File: config.mk
export PLATFORM = sky130hd
export DESIGN_NAME = ncts_cfg
export DESIGN_NICKNAME = d
export VERILOG_FILES = /design/src/rtl/ncts_pkg.sv /design/src/rtl/ncts_cfg.sv
export SDC_FILE = /design/constraint.sdc
export NUM_CORES = 1
export LEC_CHECK = 0
export ABC_AREA = 1
export BUFFER_PORTS_ARGS = -buffer_cell sky130_fd_sc_hd__buf_2
export CAP_MARGIN = 20
export CORE_UTILIZATION = 52
export DETAILED_ROUTE_END_ITERATION = 6
export PLACE_DENSITY_LB_ADDON = 0.05
export REMOVE_ABC_BUFFERS = 1
export SLEW_MARGIN = 20
export SYNTH_ARGS = -nofsm -noshare
export SYNTH_HDL_FRONTEND = slang
export SYNTH_SLANG_ARGS = --single-unit
File: constraint.sdc
create_clock -name clk -period 2.1 [get_ports clk]
set_input_delay 0.105 -clock clk [delete_from_list [all_inputs] [get_ports clk]]
set_output_delay 0.105 -clock clk [all_outputs]
set_load 0.03 [all_outputs]
File: src/rtl/ncts_pkg.sv
`default_nettype none

package ncts_pkg;

  localparam int TABLE_DEPTH   = 256;
  localparam int KIND_COUNT    = 6;
  localparam int KINDS_DEFINED = 6;

  localparam int KIND_W  = 3;
  localparam int CMD_W   = 1;
  localparam int CNT_W   = 9;
  localparam int FREQ_W  = 16;
  localparam int WIPER_W = 8;
  localparam int ENTRY_W = 8;
  localparam int WORD_W  = FREQ_W + 2 * WIPER_W;
  localparam int CFG_IDX_W = 3;
  localparam int CW_CNT_W  = 3;
  localparam int OW_CNT_W  = 2;

  localparam int IDX_W       = (TABLE_DEPTH > 1) ? $clog2(TABLE_DEPTH) : 1;
  localparam int STORE_WORDS = KIND_COUNT * TABLE_DEPTH;
  localparam int ADDR_W      = $clog2(STORE_WORDS);

  localparam logic [CMD_W-1:0] CMD_LOAD  = 1'b0;
  localparam logic [CMD_W-1:0] CMD_QUERY = 1'b1;

  localparam logic [KIND_W-1:0] KIND_LPF1 = 3'd0;
  localparam logic [KIND_W-1:0] KIND_LPF5 = 3'd1;
  localparam logic [KIND_W-1:0] KIND_HPF1 = 3'd2;
  localparam logic [KIND_W-1:0] KIND_HPF5 = 3'd3;
  localparam logic [KIND_W-1:0] KIND_BPF2 = 3'd4;
  localparam logic [KIND_W-1:0] KIND_BPF6 = 3'd5;

  typedef logic [KINDS_DEFINED-1:0][CNT_W-1:0] count_arr_t;

  // index 5 (bpf6) leftmost down to index 0 (lpf1)
  localparam count_arr_t COUNT_RESET = {9'd255, 9'd255, 9'd47, 9'd71, 9'd255, 9'd255};

  function automatic logic kind_ok(input logic [KIND_W-1:0] kind);
    kind_ok = ({1'b0, kind} < (KIND_W + 1)'(KINDS_DEFINED)) &&
              ({1'b0, kind} < (KIND_W + 1)'(KIND_COUNT));
  endfunction

  function automatic logic [CW_CNT_W-1:0] cutoff_wipers(input logic [KIND_W-1:0] kind);
    case (kind)
      KIND_LPF1: cutoff_wipers = 3'd1;
      KIND_LPF5: cutoff_wipers = 3'd5;
      KIND_HPF1: cutoff_wipers = 3'd1;
      KIND_HPF5: cutoff_wipers = 3'd5;
      KIND_BPF2: cutoff_wipers = 3'd2;
      KIND_BPF6: cutoff_wipers = 3'd6;
      default:   cutoff_wipers = 3'd0;
    endcase
  endfunction

  function automatic logic [OW_CNT_W-1:0] offset_wipers(input logic [KIND_W-1:0] kind);
    case (kind)
      KIND_LPF1: offset_wipers = 2'd0;
      KIND_LPF5: offset_wipers = 2'd0;
      KIND_HPF1: offset_wipers = 2'd1;
      KIND_HPF5: offset_wipers = 2'd1;
      KIND_BPF2: offset_wipers = 2'd1;
      KIND_BPF6: offset_wipers = 2'd3;
      default:   offset_wipers = 2'd0;
    endcase
  endfunction

endpackage

`default_nettype wire

File: src/rtl/ncts_cfg.sv
`default_nettype none

module ncts_cfg
  import ncts_pkg::*;
(
  input  wire logic                 clk,
  input  wire logic                 rst_n,
  input  wire logic                 cfg_valid,
  output logic                      cfg_ready,
  input  wire logic [CFG_IDX_W-1:0] cfg_index,
  input  wire logic [CNT_W-1:0]     cfg_data,
  output count_arr_t                counts
);

  count_arr_t counts_r;

  assign cfg_ready = 1'b1;
  assign counts    = counts_r;

  always_ff @(posedge clk) begin
    if (!rst_n) begin
      counts_r <= COUNT_RESET;
    end else if (cfg_valid && cfg_ready &&
                 ({1'b0, cfg_index} < (CFG_IDX_W + 1)'(KINDS_DEFINED))) begin
      counts_r[cfg_index] <= cfg_data;
    end
  end

endmodule

`default_nettype wire

==> summary.txt, run 1 <==
Vias -> 1922
Worst reg2reg path startpoint -> counts[39]
# Max-Cap Violations -> 0
RSZ-0062 raised after global routing -> no
Ys Warns -> 0
Met3 usage -> 0.0518
Number of filler cells placed in the layout -> 361
Die Ht -> 64.1 µm
XOR/XNOR Fraction of Synth Area -> 0
Hold Crit Class -> primary input to register
Largest family of logic cells by synthesized area -> simple AND/OR/NAND/NOR gates
Worst vdd ir -> 0.542 mV
Adder-cell share of the synthesized area -> 0
Max FFs per register -> 54
Final WL -> 4950 µm
Tcrit/Tclk final -> 0.469
Kind of critical path -> register to output pin
CP max FO -> 2
Complex-gate fraction of the synthesized area -> 0
Power per cell area -> 776 nW/µm²
Post-synthesis simple-gate area fraction -> 0.420
Port buffer count -> 68
CP max-delay cell -> dfxtp_1
Unique masters post-synth -> 14
Hold path start -> cfg_data[7]
Core ar. -> 3690 µm²
Setup Total Neg Slack -> 0 ps
Sink Count -> 54
Most Crowded Layer GR -> met2
GRT Total Usage -> 0.260
CTS Root Cell -> clkbuf_8
Slew Viols, Final -> 0
FF+latch area -> 1080 µm²
Worst path bufs/invs -> 1
Synth Instances -> 270
Crit path launch type -> register
DRC -> 0
Tmin final -> 985 ps
Syn avg cell area -> 7.44 µm²
Pwr Total -> 1.93 mW
Chip width -> 64.1 µm
Drt initial violations -> 128
Post-CTS setup buffers -> 0
Max Buffers Root-to-Sink -> 2
CP Launch Point -> counts[38]
Antenna-violating nets left -> 0
Setup violators final -> 0
CP Cell Sequence -> buf_2
First-pass GRT wire length -> 8020 µm
Cell Area, Synth -> 2010 µm²
M2 GR Usage -> 0.441
WL/cell -> 12.8 µm
Delay-heaviest family, CP -> flip-flops
CTS H-tree lvls -> 2
Io pins -> 70
WHS -> 106 ps
Mux contribution to synthesized area -> 0
Clock Latency Late Sink -> 300 ps
F_max -> 1020 MHz
Crit-path max cell delay -> 360 ps
Grt total ovfl -> 0
Cts repair resizes -> 0
Antenna fix cells -> 0
Cell Rows -> 22
Largest net degree at the start of global routing -> 55
Die footprint -> 4110 µm²
Post-synthesis sequential area ratio -> 0.538
Reg clk slew, reported paths -> 90 ps
Hold Vio Cnt, Final -> 0
Status -> completed
Leak Pwr -> 1.24 nW
Initial Util -> 0.544
Worst Path Required -> 2000 ps
Area grow syn2layout -> 23.9%
CTS tree -> done
Layout cells sized above 1 -> 0.274
Crit path DAT -> 880 ps
Footprint of the multi-input gates -> 847 µm²
# nets final -> 354
Num CTS Buffers -> 5
DRT Pass-1 Iters -> 4
Vias in the first global route -> 1721
Initial antenna violation count -> 0
Vias per cell -> 4.95
Yosys reg bits -> 54
Clock skew -> 0 ps
Met1 Use GR -> 0.322
Setup crit end kind -> output pin
Detail Placement HPWL -> 3430 µm
Routability-driven placement congestion ratio -> 0.862
Cts hold-fix bufs -> 0
## cell usage in the layout (no fill, tap or decap), types with 2 or more instances in the layout
master	instances
buf_2	68
nand3_1	54
nor2_2	7
inv_1	9
inv_2	2
nor2_1	28
clkbuf_8	6
nand2_1	100
nand2_2	6
dfxtp_1	54
## synth_stat cells, drive strengths merged
cell,instances,area share
buf,4,0.012
clkbuf,4,0.0075
conb,1,0.0019
dfxtp,54,0.54
inv,11,0.021
nand2,106,0.21
nand3,54,0.13
nor2,36,0.080
## per-layer routing
metal	wire (µm)	up-vias	share of wire
li1	-	983	-
met1	2180	884	0.44
met2	2430	48	0.49
met3	259	7	0.052
met4	78	0	0.016
met5	0	-	0
## cell type report
type,instances,share of cell area
well taps,48,0.0241
clock buffers,7,0.0347
multi-input cells,197,0.340
flip-flops and latches,54,0.434
clock inverters,1,0.00201
inverters,11,0.0166
repair buffers,70,0.148
## worst paths after layout
kind | cells past startpoint | to | slack [ps]
worst max register to register | 2 | counts[39] | 1510
worst max-delay path | 1 | counts[38] | 1110
worst min-delay path | 3 | counts[16] | 110
worst min register to register | 2 | counts[27] | 460
## stage by stage
step	cells	utilization	area (µm²)	worst slack (ps)
after floorplan	262	-	1970	1110
after global placement	380	0.650	2400	1110
after detailed placement	380	0.650	2400	1060
after CTS	388	0.675	2490	1120
after global routing	388	0.675	2490	1090
final	388	0.675	2490	1110
## kinds of logic (layout without fill, tap and decap cells)
group	count (synthesis)	in the layout
flops	54	54
other cells	1	1
buf+inv	19	89
simple gates	196	196
## power by group
part / switching [mW] / leakage (nW) / internal (mW) / total, mW
Clock: 0.320 / 0.0482 / 0.266 / 0.587
Combinational: 0.193 / 0.754 / 0.0741 / 0.267
Sequential: 0.0179 / 0.441 / 1.06 / 1.08
Total: 0.531 / 1.24 / 1.40 / 1.93
Power figures use the tool's default switching activity.
==> inputs of run 2 (changes only) <==
--- a/config.mk
+++ b/config.mk
@@ -5,10 +5,10 @@
 export SDC_FILE = /design/constraint.sdc
 export NUM_CORES = 1
 export LEC_CHECK = 0
-export ABC_AREA = 1
+export ABC_AREA = 0
 export BUFFER_PORTS_ARGS = -buffer_cell sky130_fd_sc_hd__buf_2
 export CAP_MARGIN = 20
-export CORE_UTILIZATION = 52
+export CORE_UTILIZATION = 50
 export DETAILED_ROUTE_END_ITERATION = 6
 export PLACE_DENSITY_LB_ADDON = 0.05
 export REMOVE_ABC_BUFFERS = 1
==> constraint.sdc (replaced) <==
create_clock -name clk -period 1 [get_ports clk]
set_input_delay 0.05 -clock clk [delete_from_list [all_inputs] [get_ports clk]]
set_output_delay 0.05 -clock clk [all_outputs]
set_load 0.03 [all_outputs]
==> run 2 against run 1 <==
Against the previous run:
- via count fell by 14%
- global-route usage shrank 5.0 points
- sequential share of layout area down 5.6 points
- routed wire length decreased by 7.4%
- setup slack got worse by 1000 ps
- worst hold slack got worse by 100 ps
- clock skew stayed put
- non-clock buffer count is 30 higher
- die area is 12% higher
- power is 100% higher
- design area up 15%
- sequential cell count is the same
- critical endpoint is now counts[3]
- largest power group unchanged
==> summary.txt, run 2 <==
Post-synth top area cell -> dfxtp_1
Initial antenna violation count -> 0
Clock Latency Late Sink -> 300 ps
Port buffer count -> 68
Num CTS Buffers -> 5
Core ar. -> 4090 µm²
Worst path bufs/invs -> 1
Detail Placement HPWL -> 3350 µm
Max FFs per register -> 54
Sink Count -> 54
Fin cells -> 344
Largest cells by area after synthesis -> dfxtp_1 (50%), mux2i_1 (25%), nor2b_1 (14%)
Most frequent cells in the layout -> buf_2 (68), mux2i_1 (54), dfxtp_1 (54)
CTS H-tree lvls -> 2
Syn avg cell area -> 10.8 µm²
Die Ht -> 67.9 µm
Layout cells sized above 1 -> 0.367
Drt initial violations -> 60
Io pins -> 70
Power per cell area -> 1380 nW/µm²
Tmin final -> 922 ps
WL/cell -> 13.3 µm
WHS -> 5.99 ps
Grt total ovfl -> 0
CP max-delay cell -> dfxtp_1
Cell Area, Synth -> 2170 µm²
RSZ-0062 raised after global routing -> no
CP Cell Sequence -> buf_2
# nets final -> 308
GRT Total Usage -> 0.209
Synth top area share -> 0.497
Tcrit/Tclk final -> 0.922
Delay-heaviest family, CP -> flip-flops
Crit path DAT -> 870 ps
Max Buffers Root-to-Sink -> 2
Reg clk slew, reported paths -> 90 ps
# Max-Cap Violations -> 0
Post-synthesis sequential area ratio -> 0.497
Antenna fix cells -> 0
Vias per cell -> 4.79
Crit path launch type -> register
Setup violators final -> 0
CTS Root Cell -> clkbuf_8
Vias in the first global route -> 1468
Kind of critical path -> register to output pin
Largest net degree at the start of global routing -> 25
Hold Crit Class -> primary input to register
Status -> completed
F_max -> 1080 MHz
Clock skew -> 0 ps
CP max FO -> 2
Initial Util -> 0.532
Unique masters post-synth -> 14
Final WL -> 4590 µm
Vias -> 1649
Number of filler cells placed in the layout -> 320
Hold Vio Cnt, Final -> 0
Slew Viols, Final -> 0
Worst Path Required -> 950 ps
First-pass GRT wire length -> 7040 µm
Design Area, Final -> 2860 µm²
Routability-driven placement congestion ratio -> 0.772
Cell Rows -> 23
Area grow syn2layout -> 31.4%
DRT Pass-1 Iters -> 4
Yosys reg bits -> 54
Synth Instances -> 202
Fraction of registers with async set/reset -> 0
Leak Pwr -> 1.40 nW
Die footprint -> 4610 µm²
Most frequent cells after synthesis -> dfxtp_1 (54), mux2i_1 (54), nor2b_1 (49)
Post-synth EDFFs -> 0
Most used DFF post-synth -> dfxtp_1
Ys Warns -> 0
Setup crit end kind -> output pin
DRC -> 0
Crit-path max cell delay -> 360 ps
Commonest non-fill, non-tap cell in the layout -> buf_2
DP Area -> 2760 µm²
Chip width -> 67.9 µm
Worst vdd ir -> 1.07 mV
CTS tree -> done
Placed insts -> 335
Antenna-violating nets left -> 0
[run 2: timing repair]
item	4_1_cts	5_1_grt
gates resized for setup	0	0
hold buffers	1	0
buffers inserted	0	0
hold endpoints to repair	1	0
[run 2: worst paths after layout]
kind                    start          to  slack (ps)  depth (start not counted)
setup reg to reg    counts[9]   counts[9]         340                          2
setup / recovery    counts[3]   counts[3]          80                          1
hold reg to reg    counts[25]  counts[25]         460                          2
hold / removal    cfg_data[6]  counts[33]           6                          3
[run 2: through the flow]
step                       util  setup TNS, ps  power (mW)  worst slack [ps]
after global placement    0.674          -1800        2.75              -134
after floorplan               -          -2800        2.52              -194
after CTS                 0.699              0        3.98              71.9
final                     0.699              0        3.93              77.7
after global routing      0.699              0        4.10              24.3
after detailed placement  0.674          -2030        2.75              -147
[run 2: cells by family after synthesis]
family / count (synthesis) / share of synthesized area
and+or+nand+nor: 77 / 0.216
muxes: 54 / 0.249
DFF: 54 / 0.497
other: 1 / 0.00173
buffers and inverters: 16 / 0.0363
[run 2: worst reg2reg max path, stage by stage, from the launching register on]
cell	delay (ps)
dfxtp_1	330
nor2b_1	150
mux2i_1	80
[run 2: final cells by class]
| type | count | area (µm²) | area share |
|---|---|---|---|
| multi-input cells | 132 | 1030 | 0.359 |
| clock buffers | 7 | 86.3 | 0.0302 |
| flip-flops and latches | 54 | 1080 | 0.378 |
| clock inverters | 1 | 5.00 | 0.00175 |
| well taps | 50 | 62.6 | 0.0219 |
| repair buffers | 100 | 596 | 0.208 |
[run 2: power by group]
group	leakage [nW]	internal, mW	total (mW)	switching, mW
Sequential	0.439	2.20	2.22	0.0240
Clock	0.0482	0.560	1.23	0.671
Combinational	0.913	0.212	0.480	0.269
[run 2: layer usage]
| layer | track usage | vias up | wire [µm] |
|---|---|---|---|
| met4 | 0.0781 | 0 | 61 |
| met1 | 0.254 | 758 | 2120 |
| met3 | 0.0600 | 5 | 226 |
| met2 | 0.348 | 40 | 2180 |
| met5 | 0 | - | 0 |
| li1 | - | 846 | - |
==> inputs of run 3 (changes only) <==
--- a/config.mk
+++ b/config.mk
@@ -8,7 +8,9 @@
 export ABC_AREA = 0
 export BUFFER_PORTS_ARGS = -buffer_cell sky130_fd_sc_hd__buf_2
 export CAP_MARGIN = 20
-export CORE_UTILIZATION = 50
+export CELL_PAD_IN_SITES_DETAIL_PLACEMENT = 1
+export CELL_PAD_IN_SITES_GLOBAL_PLACEMENT = 2
+export CORE_UTILIZATION = 30
 export DETAILED_ROUTE_END_ITERATION = 6
 export PLACE_DENSITY_LB_ADDON = 0.05
 export REMOVE_ABC_BUFFERS = 1
==> constraint.sdc (replaced) <==
create_clock -name clk -period 1 [get_ports clk]
set_input_delay 0.05 -clock clk [delete_from_list [all_inputs] [get_ports clk]]
set_output_delay 0.05 -clock clk [all_outputs]
set_load 0.005 [all_outputs]
==> run 3 against run 2 <==
Against the previous run:
- critical path depth unchanged
- die area increased by 64%
- sequential cell count stayed put
==> summary.txt, run 3 (synthesis gave the netlist of run 2 again) <==
Crit-path max cell delay -> 380 ps
Setup violators final -> 0
Sequential share of power -> 0.542
Tmin final -> 861 ps
Area grow syn2layout -> 35.2%
Vias in the first global route -> 1697
Kind of critical path -> register to output pin
Initial Util -> 0.315
# nets final -> 307
Worst Path Required -> 950 ps
CP Cell Sequence -> buf_2
Clock skew -> 0 ps
Max FFs per register -> 54
Crit path launch type -> register
Worst reg2reg path startpoint -> counts[9]
Pint -> 3.21 mW
DP Area -> 2800 µm²
CP max-delay cell -> dfxtp_1
Most frequent cells in the layout -> buf_2 (68), mux2i_1 (54), dfxtp_1 (54)
Final WL -> 5310 µm
Setup crit end kind -> output pin
CTS Root Cell -> clkbuf_8
Core ar. -> 6910 µm²
Footprint of the multi-input gates -> 1020 µm²
Sink Count -> 54
Io pins -> 70
Reg clk slew, reported paths -> 90 ps
Die footprint -> 7590 µm²
Chip width -> 87.1 µm
WL/cell -> 13.7 µm
Vias -> 1668
Design Area, Final -> 2940 µm²
Drt initial violations -> 36
Switching Share -> 0.217
Initial antenna violation count -> 0
Cts repair resizes -> 0
Hold Vio Cnt, Final -> 0
Port buffer count -> 68
Die Ht -> 87.1 µm
GRT Total Usage -> 0.146
Leak Pwr -> 1.41 nW
Tcrit/Tclk final -> 0.861
Crit path DAT -> 810 ps
DRT Pass-1 Iters -> 3
Antenna-violating nets left -> 0
First-pass GRT wire length -> 8490 µm
Layout cells sized above 1 -> 0.356
Max Buffers Root-to-Sink -> 2
Status -> completed
Grt total ovfl -> 0
Vias per cell -> 4.30
Cts hold-fix bufs -> 3
# Max-Cap Violations -> 0
CP Launch Point -> counts[3]
Slew Viols, Final -> 0
Antenna fix cells -> 0
Worst vdd ir -> 0.638 mV
Post-CTS setup buffers -> 0
Hold Crit Class -> primary input to register
F_max -> 1160 MHz
CTS tree -> done
Routability-driven placement congestion ratio -> 0.667
Largest net degree at the start of global routing -> 28
Cell Rows -> 30
Number of filler cells placed in the layout -> 837
DRC -> 0
Clk pwr share -> 0.363
CTS H-tree lvls -> 2
Detail Placement HPWL -> 3890 µm
Power per cell area -> 1400 nW/µm²
Combinational share of power -> 0.095
Delay-heaviest family, CP -> flip-flops
Worst path bufs/invs -> 1
RSZ-0062 raised after global routing -> no
FF+latch area -> 1080 µm²
CP max FO -> 2
Sw Pwr -> 0.890 mW
Clock Latency Late Sink -> 300 ps
Hold path start -> cfg_data[4]
Num CTS Buffers -> 5
Setup slack at placement -> -159 ps
Commonest non-fill, non-tap cell in the layout -> buf_2
Worst setup margin -> 139 ps
## run 3: changes by cell type in the layout (fill, tap and decap cells not counted)
cell / change
buf_12: +1
buf_4: -4
bufinv_16: +1
clkbuf_1: -1
clkinv_2: -1
dlygate4sd3_1: +2
nor4bb_1: +1
nor4bb_2: -1
## run 3: routing by layer
metal / routed length [µm] / part of all wire / global-route usage
met1: 2550 / 0.48 / 0.195
met2: 2550 / 0.48 / 0.238
met3: 218 / 0.041 / 0.0389
met4: 0 / 0 / 0.0313
met5: 0 / 0 / 0
## run 3: worst paths after layout
path / endpoint / slack [ps] / cells after the start
worst max register to register: counts[9] / 350 / 2
worst min-delay path: counts[31] / 30 / 3
worst min register to register: counts[21] / 460 / 2
worst max-delay path: counts[3] / 140 / 1
## run 3: final cells by class
type                       instances  area share
clock inverter                     1      0.0102
timing repair buffer              99       0.206
multi-input combinational        132       0.347
sequential                        54       0.368
tap                               96      0.0409
clock buffer                       6      0.0281
## run 3: stage by stage
stage                     TNS, ps  power (mW)  utilization  instances  hold WS (ps)
after global placement      -1400        2.66        0.405        378           315
after detailed placement    -1800        2.66        0.405        378           324
after CTS                       0        4.20        0.426        388          10.5
after floorplan             -2800        2.42            -        186           192
after global routing            0        4.29        0.426        388          20.7
final                           0        4.10        0.426        388          26.5
## run 3: power groups by stage
stage	clock network [mW]	registers, mW	logic, mW
floorplan	0	2.28	0.146
global placement	0	2.27	0.389
detailed placement	0	2.27	0.389
CTS	1.58	2.22	0.400
global route	1.63	2.23	0.427
finish	1.49	2.22	0.390
## run 3: worst min-delay path: stages
cell,delay [ps]
buf_2,110
nand2_1,70
mux2i_1,60
